==> config.mk <==
export PLATFORM = sky130hd
export DESIGN_NAME = divider_and_reload_timer_top
export DESIGN_NICKNAME = d
export VERILOG_FILES = /design/src/rtl/dart_pkg.sv /design/src/rtl/divider_and_reload_timer_top.sv
export VERILOG_INCLUDE_DIRS = /design/src /design/src/rtl
export SDC_FILE = /design/constraint.sdc
export NUM_CORES = 1
export LEC_CHECK = 0
export BUFFER_PORTS_ARGS = -buffer_cell sky130_fd_sc_hd__buf_2
export CORE_ASPECT_RATIO = 0.6
export CORE_MARGIN = 2
export CORE_UTILIZATION = 45
export CTS_CLUSTER_DIAMETER = 100
export CTS_CLUSTER_SIZE = 12
export DETAILED_ROUTE_END_ITERATION = 7
export PLACE_DENSITY_LB_ADDON = 0.25
export SYNTH_ARGS = -nofsm -noshare
export SYNTH_HDL_FRONTEND = slang
export SYNTH_SLANG_ARGS = --single-unit
==> constraint.sdc <==
create_clock -name clk -period 3.3 [get_ports clk]
set_input_delay 0.165 -clock clk [delete_from_list [all_inputs] [get_ports clk]]
set_output_delay 0.165 -clock clk [all_outputs]
set_load 0.05 [all_outputs]
==> src/rtl/assert_macros.svh <==
// ---------------------------------------------------------------------------
// assert_macros.svh - shared assertion macros
// Concurrent assertion wrappers; they compile to nothing when SYNTH is set.
// ---------------------------------------------------------------------------
`ifndef ASSERT_MACROS_SVH
`define ASSERT_MACROS_SVH

`ifndef SYNTH

// same-cycle implication, disabled during reset
`define ASSERT_IMPL(lbl, ck, rs, ante, cons) \
  lbl: assert property (@(posedge ck) disable iff (rs) (ante) |-> (cons)) \
    else $error("assertion failed: same-cycle implication");

// next-cycle implication, disabled during reset
`define ASSERT_NEXT(lbl, ck, rs, ante, cons) \
  lbl: assert property (@(posedge ck) disable iff (rs) (ante) |=> (cons)) \
    else $error("assertion failed: next-cycle implication");

`else

`define ASSERT_IMPL(lbl, ck, rs, ante, cons)
`define ASSERT_NEXT(lbl, ck, rs, ante, cons)

`endif

`endif

==> src/rtl/dart_pkg.sv <==
// ---------------------------------------------------------------------------
// dart_pkg - divider and reload timer package
// Widths, register indexes, period select codes and the sequencer states.
// ---------------------------------------------------------------------------
package dart_pkg;

  // default clamp on the cycles one transaction may advance
  localparam int MaxStepCyclesDefault = 64;

  localparam int ElapsedW  = 7;
  localparam int CountW    = 8;
  localparam int CntPreW   = 10;
  // prescaler plus one advance: 1023 + 127 fits in 11 bits
  localparam int CntAccW   = 11;
  localparam int CfgIndexW = 2;
  localparam int CfgDataW  = 8;

  localparam logic [CountW-1:0] COUNT_MAX = 8'hFF;

  // configuration register indexes
  localparam logic [CfgIndexW-1:0] REG_RELOAD_VALUE = 2'd0;
  localparam logic [CfgIndexW-1:0] REG_TIMER_ENABLE = 2'd1;
  localparam logic [CfgIndexW-1:0] REG_CLOCK_SELECT = 2'd2;

  // clock select codes
  localparam logic [1:0] SEL_P1024 = 2'b00;
  localparam logic [1:0] SEL_P16   = 2'b01;
  localparam logic [1:0] SEL_P64   = 2'b10;
  localparam logic [1:0] SEL_P256  = 2'b11;

  typedef enum logic {
    S_IDLE,
    S_CALC
  } state_t;

  // counter period in cycles for a clock select code
  function automatic logic [CntAccW-1:0] period_of(logic [1:0] sel);
    logic [CntAccW-1:0] p;
    case (sel)
      SEL_P1024: p = 11'd1024;
      SEL_P16:   p = 11'd16;
      SEL_P64:   p = 11'd64;
      SEL_P256:  p = 11'd256;
      default:   p = 11'd1024;
    endcase
    return p;
  endfunction

endpackage

==> src/rtl/divider_and_reload_timer_top.sv <==
// An accepted transaction is loaded, then the sequencer steps through the n counter
// ticks it causes (one subtract-and-compare per cycle) and, once the output is free,
// registers the result; no new transaction is taken before then. Usually n is 0 to 4, up to 67
// after the period is shortened. Divider update is done in the load cycle.
// Reset (rst, synchronous) clears the configuration registers, prescalers, counts and out_valid.
// ---------------------------------------------------------------------------
// divider_and_reload_timer_top - divider and reloading timer counter
// Advances a free-running divider and a prescaled, reloading counter by the
// elapsed cycles of each transaction and reports both plus an overflow flag.
// ---------------------------------------------------------------------------
`include "assert_macros.svh"

module divider_and_reload_timer_top import dart_pkg::*; #(
  parameter int MAX_STEP_CYCLES = MaxStepCyclesDefault
) (
  input  logic                 clk,
  input  logic                 rst,
  // configuration port
  input  logic                 cfg_we,
  input  logic [CfgIndexW-1:0] cfg_index,
  input  logic [CfgDataW-1:0]  cfg_data,
  // input channel
  input  logic                 in_valid,
  output logic                 in_stall,
  input  logic [ElapsedW-1:0]  elapsed_cycles,
  // output channel
  output logic                 out_valid,
  input  logic                 out_stall,
  output logic [CountW-1:0]    divider_value,
  output logic [CountW-1:0]    counter_value,
  output logic                 timer_irq
);

  // clamp limit, capped at what the input field can carry
  localparam int SatInt = (MAX_STEP_CYCLES > 127) ? 127 : MAX_STEP_CYCLES;
  localparam logic [ElapsedW-1:0] SatLimit = ElapsedW'(SatInt);

  // configuration registers
  logic [CountW-1:0] reload_value;
  logic              timer_enable;
  logic [1:0]        clock_select;

  // timer state
  logic [CountW-1:0]  div_pre;
  logic [CountW-1:0]  div_cnt;
  logic [CntPreW-1:0] cnt_pre;
  logic [CountW-1:0]  cnt_cnt;

  // working registers of the sequencer
  state_t             state, state_next;
  logic [CntAccW-1:0] acc;
  logic               run_en;
  logic               irq_acc;

  logic               in_take;
  logic               out_free;
  logic               step;
  logic               finish;
  logic [ElapsedW-1:0] amt;
  logic [CountW:0]     div_sum;
  logic [CntAccW-1:0]  period;

  // configuration writes
  always_ff @(posedge clk) begin
    if (rst) begin
      reload_value <= '0;
      timer_enable <= 1'b0;
      clock_select <= SEL_P1024;
    end else if (cfg_we) begin
      case (cfg_index)
        REG_RELOAD_VALUE: reload_value <= cfg_data;
        REG_TIMER_ENABLE: timer_enable <= cfg_data[0];
        REG_CLOCK_SELECT: clock_select <= cfg_data[1:0];
        default: ;
      endcase
    end
  end

  // clamped advance and divider sum (at most one divider tick per transaction)
  assign amt     = (elapsed_cycles > SatLimit) ? SatLimit : elapsed_cycles;
  assign div_sum = {1'b0, div_pre} + {{(CountW + 1 - ElapsedW){1'b0}}, amt};
  assign period  = period_of(clock_select);

  // shared compare: another whole period left in the accumulator
  assign step     = run_en && (acc >= period);
  assign out_free = !out_valid || !out_stall;
  assign finish   = (state == S_CALC) && !step && out_free;
  assign in_take  = in_valid && !in_stall;

  // next state
  always_comb begin
    state_next = state;
    case (state)
      S_IDLE:  if (in_valid) state_next = S_CALC;
      S_CALC:  if (finish) state_next = S_IDLE;
      default: state_next = S_IDLE;
    endcase
  end

  // sequencer outputs
  always_comb begin
    case (state)
      S_IDLE:  in_stall = 1'b0;
      S_CALC:  in_stall = 1'b1;
      default: in_stall = 1'b1;
    endcase
  end

  always_ff @(posedge clk) begin
    if (rst) begin
      state <= S_IDLE;
    end else begin
      state <= state_next;
    end
  end

  // load, iterate and write back
  always_ff @(posedge clk) begin
    if (rst) begin
      div_pre <= '0;
      div_cnt <= '0;
      cnt_pre <= '0;
      cnt_cnt <= '0;
    end else if (in_take) begin
      div_pre <= div_sum[CountW-1:0];
      div_cnt <= div_cnt + CountW'(div_sum[CountW]);
    end else if (state == S_CALC) begin
      if (step) begin
        if (cnt_cnt == COUNT_MAX) begin
          cnt_cnt <= reload_value;
        end else begin
          cnt_cnt <= cnt_cnt + 8'd1;
        end
      end else begin
        // below one period (or left unchanged when disabled), so the remainder fits the prescaler
        cnt_pre <= acc[CntPreW-1:0];
      end
    end
  end

  // accumulator and overflow flag
  always_ff @(posedge clk) begin
    if (in_take) begin
      run_en  <= timer_enable;
      irq_acc <= 1'b0;
      if (timer_enable) begin
        acc <= {1'b0, cnt_pre} + {{(CntAccW - ElapsedW){1'b0}}, amt};
      end else begin
        acc <= {1'b0, cnt_pre};
      end
    end else if (state == S_CALC && step) begin
      acc <= acc - period;
      if (cnt_cnt == COUNT_MAX) begin
        irq_acc <= 1'b1;
      end
    end
  end

  // output register
  always_ff @(posedge clk) begin
    if (rst) begin
      out_valid <= 1'b0;
    end else if (finish) begin
      out_valid <= 1'b1;
    end else if (!out_stall) begin
      out_valid <= 1'b0;
    end
  end

  always_ff @(posedge clk) begin
    if (finish) begin
      divider_value <= div_cnt;
      counter_value <= cnt_cnt;
      timer_irq     <= irq_acc;
    end
  end

  // checks
  `ASSERT_NEXT(a_take_starts_calc, clk, rst, in_take, state == S_CALC)
  `ASSERT_NEXT(a_step_keeps_calc, clk, rst, state == S_CALC && step, state == S_CALC)
  `ASSERT_IMPL(a_irq_needs_enable, clk, rst, state == S_CALC && irq_acc, run_en)
  `ASSERT_IMPL(a_finish_output_free, clk, rst, finish, !out_valid || !out_stall)

endmodule
==> impl_metrics.toml <==
[outcome]
status = "finished clean"

[sta]
drv_slew = 0
final-hold-violation-count = 0
fin_crit_sh = 0.8916
setup_viol = 0
min_period_ps = 2942
fin_skew_ps = 5.482
worstMarginPinSlew_ps = 1007
fin_setup_tns_ps = 0
maxSlewHeadroom = 0.3284
fmax_ghz = 0.3399
rsz0062_at_grt = "no"

[global_routing]
grt_max_degree = 52
grt_overflow = 0
antenna_found_initial = 0
grt_pass1_wl_um = 14060
track_usage = 0.1842
grt_pass1_vias = 2827

[layout]
layout-drive-gt1-share = 0.1717
fin_util = 0.5327
fin_nets = 472
diodes = 0
area_delta_synth_final_pct = 15.06
fill_cells = 795

[power]
internal_power_mw = 1.899
powerDensity_mw_per_mm2 = 602.5
peakVddDrop_v = 0.0002589
p_leak_nw = 1.796
swShare = 0.3058
p_switching_mw = 0.8367
seq_power_share = 0.433
combPwrFrac = 0.206
clockPowerShare = 0.361

[cts]
root_buffer = "clkbuf_16"
htreeDepth = 3
hold_buffers = 0
cts_tree = "yes"
path_clk_slew_ps = 60
clock_path_buffers = 2
cts_resized = 0
clock-sinks = 77
numCtsBuffers = 9
clk_latency_ps = 330
post-cts-setup-buffer-count = 0

[hold_path]
hold_end = "reload_value[4]"
hp-start = "cfg_data[4]"
min_path_type = "in2reg"
hold_depth = 3

[detailed_routing]
ant_nets = 0
drt_pass1_iterations = 4
avgViaCountPerCell = 5.446
num_vias = 2957
drt_iter0_drc = 224
wire_per_inst_um = 15.63
drc = 0
routed_wirelength_um = 8487

[synthesis]
synth_area_mm2 = 0.003946
synth-seq-cells = 77
synth-edff-count = 29
synth_cell_types = 59
synthCells = 383
synth_top_flop_cell = "dfxtp_1"
synth_top_family_by_area = "simple AND/OR/NAND/NOR gates"
yosys.area_share.xor_xnor = 0.03551
synth_compound_area_frac = 0.1490
yosys.area_share.simple = 0.1722
ys_seq_area_frac = 0.4642
synth.net_count = 429
synthMuxAreaShare = 0.06880
synthAdderAreaFrac = 0.07990
postSynth.asyncResetShare = 0
ys.warnings.count = 0
syn_avg_cell_area_um2 = 10.30

[setup_path]
startpoint_type = "register"
end_kind = "register"
critPathBufInv = 0
critPathMaxStageDelay_ps = 430
crit_chain = "ha_1 -> fa_1 -> a211oi_1 -> o21bai_1 -> a21oi_1 -> nor2b_1 -> o21a_1 -> ha_1 -> ha_1 -> and3_1 -> nand4_1 -> xor2_1 -> nor2_1"
rr_worst_depth = 13
reg2reg_slack_ps = 360
crit_path_max_fanout = 3
timing.rr.end = "div_cnt[6]"
critPathTopFamily = "adder cells"
cp_common_cell = "ha_1"
worstSetupPathType = "reg2reg"
slowest_stage = "fa_1"
crit_required_ps = 3480
arrival_ps = 3120
r2r-start = "div_pre[0]"

[floorplan]
die_area_mm2 = 0.009559
rows = 26
dieHeight_um = 76.54
start_util = 0.4630
ios = 41
dieWidth_um = 124.9
coreArea_mm2 = 0.008523

[placed_design]
io_buffers = 40
dpl.hpwl_um = 5948
gp_congestion = 0.8706

[flow_run]
max_cap_viol_count = 0
-- cells by family after synthesis --
kind of cell,Yosys count
fa+ha+maj,24
mux,27
buf+inv,21
xor+xnor,16
simple gates,133
compound gates,85
flops,77
-- worst register-to-register path, stage by stage, from the launching register on --
cell and delay, ps:
dfxtp_1 310, ha_1 230, fa_1 430, a211oi_1 300, o21bai_1 130, a21oi_1 240
nor2b_1 80, o21a_1 200, ha_1 210, ha_1 190, and3_1 170, nand4_1 100
xor2_1 140, nor2_1 60
-- layer usage --
layer	part of all wire	global-route usage	vias up
met5	0	0	-
met4	0.0055	0.04556	0
met3	0.061	0.05899	6
met2	0.40	0.2557	77
li1	-	-	1512
met1	0.54	0.2758	1362
-- synth_stat cells (4+ instances only) --
master     n  area [µm²]
nand2_1   25       93.84
nor2_1    44       165.2
o211ai_1   4       30.03
dfxtp_1   48       960.9
edfxtp_1  29       870.8
nor3_1     7       35.03
nor2b_1    9       56.30
mux2i_1   26       260.3
a21oi_1   23       115.1
inv_1      7       26.28
a311oi_1   6       52.55
a21o_1     4       30.03
xor2_1    14       122.6
clkbuf_1   6       22.52
o21bai_1   4       30.03
or3_1      4       25.02
nand3b_1   4       30.03
nand3_1   16       80.08
a211oi_1   7       52.55
a31oi_1    5       31.28
ha_1      22       275.3
nand4_1    5       31.28
o21ai_0    9       45.04
-- sequential cells by signal, summed over array words and instances (netlist names) --
name           flops
out_valid          1
cnt_pre           10
div_cnt            8
div_pre            8
reload_value       8
timer_irq          1
cnt_cnt            8
state              1
timer_enable       1
clock_select       2
divider_value      8
counter_value      8
acc               11
irq_acc            1
run_en             1
-- cells in the final DEF, fill, tap and decap left out, types with 7 or more instances in the layout --
| master | n |
|---|---|
| clkbuf_16 | 9 |
| o21ai_0 | 9 |
| xor2_1 | 14 |
| buf_2 | 40 |
| nor2_1 | 44 |
| dfxtp_1 | 48 |
| inv_1 | 7 |
| nand3_1 | 16 |
| nand2_1 | 25 |
| a211oi_1 | 7 |
| ha_1 | 22 |
| mux2i_1 | 26 |
| nor3_1 | 7 |
| nor2b_1 | 9 |
| edfxtp_1 | 29 |
| a21oi_1 | 23 |
-- through the flow --
| stage | cells | cell area (µm²) | hold WS [ps] | total power, mW | setup WS, ps |
|---|---|---|---|---|---|
| global placement | 527 | 4242 | 398.1 | 1.750 | 313.4 |
| finish | 543 | 4541 | 68.56 | 2.736 | 357.7 |
| detailed placement | 527 | 4242 | 410.4 | 1.768 | 293.3 |
| CTS | 543 | 4541 | 61.02 | 2.756 | 389.8 |
| global route | 543 | 4541 | 79.59 | 2.866 | 105.3 |
| floorplan | 383 | 3946 | 308.9 | 1.628 | 451.7 |
-- final cells by class --
class	count	area, µm²	area share
Timing Repair Buffer	46	245.2	0.05401
Inverter	7	26.28	0.005787
Tap cell	112	140.1	0.03086
Clock buffer	9	225.2	0.04960
Clock inverter	7	73.82	0.01626
Multi-Input combinational cell	285	1998	0.4401
Sequential cell	77	1832	0.4034
-- power groups by stage --
stage | Sequential, mW | Clock [mW] | Combinational (mW)
floorplan | 1.27 | 0 | 0.359
global placement | 1.20 | 0 | 0.551
detailed placement | 1.20 | 0 | 0.566
CTS | 1.18 | 1.01 | 0.567
global route | 1.20 | 1.05 | 0.621
finish | 1.18 | 0.987 | 0.565
-- how the worst max path moves through the flow --
stage	startpoint	end	slack, ps	cells past startpoint
after floorplan	clock_select[0]	counter_value[0]	450	6
after global placement	elapsed_cycles[6]	div_cnt[6]	310	15
after detailed placement	elapsed_cycles[6]	div_cnt[6]	290	15
after CTS	div_pre[0]	div_cnt[6]	390	13
after global routing	div_pre[0]	div_cnt[6]	110	13
final	div_pre[0]	div_cnt[6]	360	13
(Power assumes the default switching activity.)
